==> src/hw/rtl/tmma_pkg.sv <==
// Shared types and constants for the tiled matrix multiply-accumulate block.
// No dependencies; imported by tmma_ctrl, tmma_dp and the top level.
package tmma_pkg;

    // Matrix geometry
    localparam int MAX_DIM = 64;
    localparam int IDX_W   = 6;                // row / column index width
    localparam int ADDR_W  = 2 * IDX_W;        // {row, col} element address
    localparam int DIM_W   = 7;                // dim_in_use register width
    localparam int DATA_W  = 32;
    localparam int CELLS   = MAX_DIM * MAX_DIM;

    // Stream payload widths
    localparam int IN_DATA_W  = 48;            // row, col, value padded to bytes
    localparam int IN_USER_W  = 3;             // action
    localparam int OUT_DATA_W = 48;            // out_row, out_col, out_value padded

    // Result queue
    localparam int OQ_DEPTH = 4;
    localparam int OQ_PTR_W = 2;
    localparam int OQ_CNT_W = 3;

    // Action codes
    localparam logic [IN_USER_W-1:0] ACT_WR_A    = 3'd0;
    localparam logic [IN_USER_W-1:0] ACT_WR_B    = 3'd1;
    localparam logic [IN_USER_W-1:0] ACT_WR_C    = 3'd2;
    localparam logic [IN_USER_W-1:0] ACT_COMPUTE = 3'd3;
    localparam logic [IN_USER_W-1:0] ACT_RD_C    = 3'd4;

    // Result kinds
    localparam logic KIND_READ = 1'b0;
    localparam logic KIND_DONE = 1'b1;

    // Controller -> datapath commands
    typedef struct packed {
        logic              wr_a;       // item write of A
        logic              wr_b;       // item write of B
        logic              wr_c;       // item write of C
        logic              rd_c;       // item read of C
        logic              mac_issue;  // one multiply-accumulate step issued
        logic              mac_first;  // first k of an element
        logic              mac_last;   // last k of an element
        logic [ADDR_W-1:0] a_addr;
        logic [ADDR_W-1:0] b_addr;
        logic [ADDR_W-1:0] c_raddr;
        logic              push_rd;    // queue the C read response
        logic              push_done;  // queue the compute-finished result
    } t_dp_cmd;

    // Datapath -> controller status
    typedef struct packed {
        logic [OQ_CNT_W-1:0] oq_count;
    } t_dp_status;

    // One result entry
    typedef struct packed {
        logic              kind;
        logic [IDX_W-1:0]  row;
        logic [IDX_W-1:0]  col;
        logic [DATA_W-1:0] value;
    } t_out_item;

endpackage

==> src/hw/rtl/tmma_ctrl.sv <==
// Controller for the matrix multiply-accumulate block: item decode, dimension
// register and the compute loop sequencer. Depends on tmma_pkg.
module tmma_ctrl (
    input  logic                          i_clk,
    input  logic                          i_rst_n,
    input  logic                          i_cfg_we,
    input  logic [tmma_pkg::DIM_W-1:0]    i_cfg_wdata,
    input  logic                          i_s_valid,
    input  logic [tmma_pkg::IN_USER_W-1:0] i_action,
    input  logic [tmma_pkg::IDX_W-1:0]    i_row,
    input  logic [tmma_pkg::IDX_W-1:0]    i_col,
    input  tmma_pkg::t_dp_status          i_status,
    output logic                          o_ready,
    output tmma_pkg::t_dp_cmd             o_cmd
);
    import tmma_pkg::*;

    localparam logic [1:0] ST_IDLE  = 2'd0;
    localparam logic [1:0] ST_CALC  = 2'd1;
    localparam logic [1:0] ST_DRAIN = 2'd2;

    logic [1:0]       r_state, n_state;
    logic [DIM_W-1:0] r_dim;
    logic [IDX_W-1:0] r_i, n_i, r_j, n_j, r_k, n_k, r_nm1, n_nm1;
    logic             r_drain, n_drain;
    logic             r_rd_pend, n_rd_pend;
    logic [DIM_W-1:0] dim_eff;
    logic             accept;

    // Effective dimension, limited to the storage size
    assign dim_eff = (r_dim > DIM_W'(MAX_DIM)) ? DIM_W'(MAX_DIM) : r_dim;

    // Take an item only when idle and the result queue can hold everything in flight
    assign o_ready = (r_state == ST_IDLE) &&
                     (OQ_CNT_W'(i_status.oq_count + OQ_CNT_W'(r_rd_pend)) <
                      OQ_CNT_W'(OQ_DEPTH));
    assign accept  = i_s_valid && o_ready;

    // Next state and commands
    always_comb begin
        n_state   = r_state;
        n_i       = r_i;
        n_j       = r_j;
        n_k       = r_k;
        n_nm1     = r_nm1;
        n_drain   = r_drain;
        n_rd_pend = 1'b0;
        o_cmd           = '0;
        o_cmd.a_addr    = {r_i, r_k};
        o_cmd.b_addr    = {r_k, r_j};
        o_cmd.c_raddr   = (r_state == ST_CALC) ? {r_i, r_j} : {i_row, i_col};
        o_cmd.push_rd   = r_rd_pend;
        unique case (r_state)
            ST_IDLE: begin
                if (accept) begin
                    unique case (i_action)
                        ACT_WR_A: o_cmd.wr_a = 1'b1;
                        ACT_WR_B: o_cmd.wr_b = 1'b1;
                        ACT_WR_C: o_cmd.wr_c = 1'b1;
                        ACT_RD_C: begin
                            o_cmd.rd_c = 1'b1;
                            n_rd_pend  = 1'b1;
                        end
                        ACT_COMPUTE: begin
                            n_i     = '0;
                            n_j     = '0;
                            n_k     = '0;
                            n_drain = 1'b0;
                            n_nm1   = IDX_W'(dim_eff - DIM_W'(1));
                            n_state = (dim_eff == '0) ? ST_DRAIN : ST_CALC;
                        end
                        default: ;
                    endcase
                end
            end
            ST_CALC: begin
                // one k step per cycle; k innermost, then j, then i
                o_cmd.mac_issue = 1'b1;
                o_cmd.mac_first = (r_k == '0);
                o_cmd.mac_last  = (r_k == r_nm1);
                if (r_k == r_nm1) begin
                    n_k = '0;
                    if (r_j == r_nm1) begin
                        n_j = '0;
                        if (r_i == r_nm1) begin
                            n_state = ST_DRAIN;
                        end else begin
                            n_i = r_i + 1'b1;
                        end
                    end else begin
                        n_j = r_j + 1'b1;
                    end
                end else begin
                    n_k = r_k + 1'b1;
                end
            end
            ST_DRAIN: begin
                // wait for the last C write-back, then report completion
                if (r_drain) begin
                    o_cmd.push_done = 1'b1;
                    n_state         = ST_IDLE;
                end else begin
                    n_drain = 1'b1;
                end
            end
            default: n_state = ST_IDLE;
        endcase
    end

    // Control registers
    always_ff @(posedge i_clk) begin
        if (!i_rst_n) begin
            r_state   <= ST_IDLE;
            r_dim     <= DIM_W'(MAX_DIM);
            r_rd_pend <= 1'b0;
            r_drain   <= 1'b0;
            r_i       <= '0;
            r_j       <= '0;
            r_k       <= '0;
            r_nm1     <= '0;
        end else begin
            r_state   <= n_state;
            r_rd_pend <= n_rd_pend;
            r_drain   <= n_drain;
            r_i       <= n_i;
            r_j       <= n_j;
            r_k       <= n_k;
            r_nm1     <= n_nm1;
            if (i_cfg_we) begin
                r_dim <= i_cfg_wdata;
            end
        end
    end

    // A compute item always leaves idle
    a_compute_leaves_idle: assert property (@(posedge i_clk) disable iff (!i_rst_n)
        (accept && i_action == ACT_COMPUTE) |=> (r_state != ST_IDLE))
        else $error("compute accepted but controller stayed idle");

    // Loop counters stay inside the region during the walk
    a_counters_in_range: assert property (@(posedge i_clk) disable iff (!i_rst_n)
        (r_state == ST_CALC) |-> (r_i <= r_nm1 && r_j <= r_nm1 && r_k <= r_nm1))
        else $error("loop counter beyond dimension");

    // A read response is never queued in the same cycle as a done result
    a_single_push: assert property (@(posedge i_clk) disable iff (!i_rst_n)
        !(o_cmd.push_rd && o_cmd.push_done))
        else $error("two results queued in one cycle");

endmodule

==> config.mk <==
export PLATFORM = sky130hd
export DESIGN_NAME = tmma_ctrl
export DESIGN_NICKNAME = d
export VERILOG_FILES = /design/src/hw/rtl/tmma_pkg.sv /design/src/hw/rtl/tmma_ctrl.sv
export SDC_FILE = /design/constraint.sdc
export NUM_CORES = 1
export LEC_CHECK = 0
export BUFFER_PORTS_ARGS = -buffer_cell sky130_fd_sc_hd__buf_2
export CORE_ASPECT_RATIO = 0.5
export CORE_MARGIN = 5
export CORE_UTILIZATION = 55
export CTS_CLUSTER_DIAMETER = 60
export DETAILED_ROUTE_END_ITERATION = 10
export PLACE_DENSITY = 0.85
export REMOVE_ABC_BUFFERS = 1
export SETUP_SLACK_MARGIN = 0.3
export SYNTH_ARGS = -nofsm -noshare
export SYNTH_HDL_FRONTEND = slang
export SYNTH_SLANG_ARGS = --single-unit
==> constraint.sdc <==
create_clock -name i_clk -period 4.2 [get_ports i_clk]
set_input_delay 0.21 -clock i_clk [delete_from_list [all_inputs] [get_ports i_clk]]
set_output_delay 0.21 -clock i_clk [all_outputs]
set_load 0.01 [all_outputs]
* Word level (Yosys, flattened, before mapping)
Index checks and enable logic that the tools add are counted. W data, S select, Z words.
Operators by class: add/subtract/negate cells 5, magnitude comparators 2, equality and inequality tests 16, mux-type cells 33, reduce and logical (&&, ||, !) cells 15
Operators by type and width (number):
- $mux W6 | 8
- $pmux W6 S2 | 3
- $add A6 B1 Y6 const B | 3
- $eq A6 B6 Y1 | 3
- $mux W2 | 7
- $mux W12 | 1
- $reduce_and A3 Y1 | 4
- $reduce_and A6 Y1 | 2
- $mux W1 | 8
- $mux W4 | 2
- $ne A2 B1 Y1 const B | 4
- $gt A7 B7 Y1 const B | 1
- $logic_not A7 Y1 | 1
- $mux W7 | 1
- $eq A3 B2 Y1 const B | 2
- $logic_not A6 Y1 | 1
- $ne A2 B2 Y1 const B | 3
- $pmux W2 S3 | 1
- $sub A6 B1 Y6 const B | 1
- $reduce_and A4 Y1 | 1
- $reduce_bool A2 Y1 | 2
- $add A3 B1 Y3 | 1
- $eq A3 B1 Y1 const B | 1
- $eq A3 B3 Y1 const B | 1
- 8 further kinds | 9
Storage, ports and cells: register bits after elaboration 35, word-level logic and storage cells 79

* Longest topological paths before layout
depth in word-level cells 7, depth in mapped cells 7, gate-level depth less buffers 7

* Worst setup path before layout
Ideal clock, no wire load.
kind reg2reg, from register r_j[2], to register r_i[0], library setup time 0.072 ns, arrival time 1.696 ns, data required time 4.128 ns, slack 2.432 ns, cell stages (with the launch flop) 6, buffers on the path 0, period minus slack after synthesis 1.768 ns, cells stage by stage dfxtp_1 -> xor2_1 -> nor4_4 -> a21oi_4 -> nor4_4 -> mux2i_1
On the way: word-level cells in the longest chain between the ends 3
RTL lines:
- start, declared | RTL line tmma_ctrl.sv:24 | logic [IDX_W-1:0] r_i, n_i, r_j, n_j, r_k, n_k, r_nm1, n_nm1;
- start signal, assigned | RTL line tmma_ctrl.sv:126 | r_j <= n_j;
- $eq A6 B6 Y1 | RTL line tmma_ctrl.sv:83 | if (r_j == r_nm1) begin
- $ne A2 B1 Y1 (no source line)
- $reduce_and A6 Y1 (no source line)
- end signal, assigned | RTL line tmma_ctrl.sv:125 | r_i <= n_i;
- end, declared | RTL line tmma_ctrl.sv:24
Every way passes these cells. A chain may end at the register's enable or synchronous reset.

* Worst setup path after layout
from register r_state[1], to register r_k[3]
On the way: word-level cells in the longest chain between the ends 5, elaborated cells on any way between the ends 9, classes of those cells eq/ne: 3; mux: 1; reduce/logical: 5
RTL lines:
- start, declared | RTL line tmma_ctrl.sv:22 | logic [1:0] r_state, n_state;
- start signal, assigned | RTL line tmma_ctrl.sv:122 | r_state <= n_state;
- $logic_not A2 Y1 | RTL line tmma_ctrl.sv:34, tmma_ctrl.sv:53
- $logic_and A1 B1 Y1 | RTL line tmma_ctrl.sv:34 | assign o_ready = (r_state == ST_IDLE) &&
- $logic_and A1 B1 Y1 | RTL line tmma_ctrl.sv:37 | assign accept = i_s_valid && o_ready;
- $ne A2 B2 Y1 (no source line)
- $reduce_and A3 Y1 (no source line)
- end signal, assigned | RTL line tmma_ctrl.sv:127 | r_k <= n_k;
- end, declared | RTL line tmma_ctrl.sv:24
Several ways; a longest one is shown, not always the timed one.

==> results.toml <==
[route]
drt_wl_total_um = 6093
drc = 0
vias_per_cell = 5.575
firstDrtPassIters = 4
post_drt_wl_per_cell_um = 14.90
routed-via-count = 2280
detail-route-antenna-nets = 0
drt_iter0_markers = 94

[cts]
cts.sinks = 35
clkTransAtPathRegs_ns = 0.07
cts_buffer_depth = 2
cts_setup_buffers = 0
cts_resized = 0
hold_buffers = 0
htree_levels = 2
cts_tree = "yes"
cts_made_buffers = 5
clock_latency_ns = 0.30
clock-root-buffer = "clkbuf_8"

[run_status]
status = "complete, no violations"

[final_layout]
final_cells = 409
layout_common_cells = "74 x buf_2, 49 x nand2_1, 35 x dfxtp_1"
utilization_pct = 70.04
syn_to_final_growth_pct = 21.26
antenna_cells = 0
fillers = 321
nets = 388
final_common_cell = "buf_2"
drive_above_1_share_pct = 27.04
ff_latch_area_um2 = 700.7
multi_input_area_um2 = 1460

[synthesis]
synth_edf_count = 0
yosysSeqAreaShare_pct = 30.60
synth_top_area_share_pct = 30.60
ys_warn_count = 0
ys.flop_type = "dfxtp_1"
avgSynthCellArea_um2 = 7.923
ys_async_sr_fraction_pct = 0
synthCells = 289
synth_area_um2 = 2290
synth_area_leaders = "dfxtp_1 31%, nand2_1 8.0%, mux2i_1 6.1%, nor2_1 4.6%, xor2_1 4.6%"
synth.distinct_cells = 44
synth_top_cell_by_area = "dfxtp_1"
ys_seq_elements = 35

[die]
die_y_um = 55.63
die_w_um = 101.2
start_util_pct = 57.77
core_area_um2 = 3964
die-area_um2 = 5632
rows = 16
io_pins = 75

[grt]
met2_usage_pct = 39.13
grt_usage_pct = 22.92
use_met1_pct = 27.68
antenna_found_initial = 0
grt_pass1_vias = 2283
grt_first_pass_wirelength_um = 10490
grt_max_degree = 24
grt-busiest-layer = "met2"
gr-total-overflow = 0
grtUsageMet3_pct = 5.382

[timing]
setup_viol_count_final = 0
fin_crit_sh_pct = 60.32
finalSetupTns_ns = 0
worst_slew_pin_slew_ns = 0.9443
finalClockSkew_ns = 0.006906
hold_violations = 0
maxSlewHeadroom_pct = 37.04
fmax_ghz = 0.3947
final_max_slew_viol_count = 0
rsz0062_at_grt = "false"
layout_min_cycle_time_ns = 2.534

[critical_path]
critPathKind = "reg2reg"
crit_required_ns = 4.42
critPathLaunch = "r_state[1]$_SDFFE_PN0P_"
cp-end-kind = "register"
crit_fanout = 23
reg2reg_setup_slack_ns = 1.67
rr_startpoint = "r_state[1]$_SDFFE_PN0P_"
crit_arrival_ns = 2.75
startpoint_type = "register"

[power_and_ir_drop]
ir_drop_v = 0.0002093
power_density_nw_per_um2 = 290.2
leakagePower_nw = 1.265
total_power_uw = 805.7

[place]
gp_congestion = 0.8941
port_buffers = 74
placed_cells = 401
hpwl_um = 4589

[flow_run]
maxCapViolCount = 0

[min_path]
worst_hold_path_type = "in2reg"
worstHoldStart = "i_cfg_wdata[6]"
## cell families after synthesis
group | Yosys count | share of synthesized area (%)
mux | 14 | 6.120
simple gates | 132 | 30.49
xor+xnor | 23 | 8.798
buf+inv | 27 | 5.628
flops | 35 | 30.60
compound gates | 53 | 15.63
fa+ha+maj | 5 | 2.732
## power breakdown
group	leakage, nW	internal [mW]	switching (mW)
combinational	0.917	0.0390	0.0523
sequential	0.284	0.338	0.00822
clock	0.0644	0.237	0.132
## synthesized netlist by cell type (3+ instances only)
cell       n
nand2_1   49
dfxtp_1   35
nor2_1    28
mux2i_1   14
o21ai_0   12
xor2_1    12
a21oi_1   11
xnor2_1   11
inv_1      9
nand3_1    9
nor3_1     9
clkbuf_1   8
buf_4      7
a31oi_1    6
nand2b_1   6
o21ai_1    6
or3_1      6
a211oi_1   5
ha_1       5
nor4_2     4
nand3b_1   3
nand4_1    3
nor4_4     3
## layout make-up
cell class                 count  area share [%]
clock inverter                 3           2.434
inverter                      11           1.487
sequential                    35           25.24
tap                           54           2.434
clock buffer                   5           2.479
timing repair buffer          74           13.34
multi-input combinational    227           52.59
## flip-flops by register name, indices dropped and copies added, names as in the netlist
| name | cells |
|---|---|
| r_state | 2 |
| r_k | 6 |
| r_dim | 7 |
| r_drain | 1 |
| r_nm1 | 6 |
| r_i | 6 |
| r_j | 6 |
| r_rd_pend | 1 |
## through the flow
step	hold slack (ns)	instance area (µm²)	setup slack, ns
after floorplan	0.2719	2202	2.207
after global placement	0.4382	2640	1.887
after detailed placement	0.4527	2640	1.717
after CTS	0.1462	2776	1.698
after global routing	0.1573	2776	1.393
final	0.1511	2776	1.666
## metal layers
layer | vias up | wire [µm]
met5 | - | 0
met4 | 0 | 139
met3 | 13 | 413
met2 | 80 | 3000
met1 | 1052 | 2540
li1 | 1135 | -
## worst paths after layout
path	endpoint	cells past startpoint
hold reg to reg	r_drain$_SDFFE_PN0P_	2
setup reg to reg	r_k[3]$_SDFFE_PN0P_	5
setup / recovery	r_k[3]$_SDFFE_PN0P_	5
hold / removal	r_dim[6]$_SDFFE_PN1P_	3
## worst max-delay path, cell delays in order (launching register included)
cell and delay [ns]:
dfxtp_1 0.37, nand2b_1 0.75, inv_2 0.32, a21oi_4 0.58
o21ai_2 0.24, a21oi_1 0.19
No activity file was read; power rests on OpenSTA's default activity.
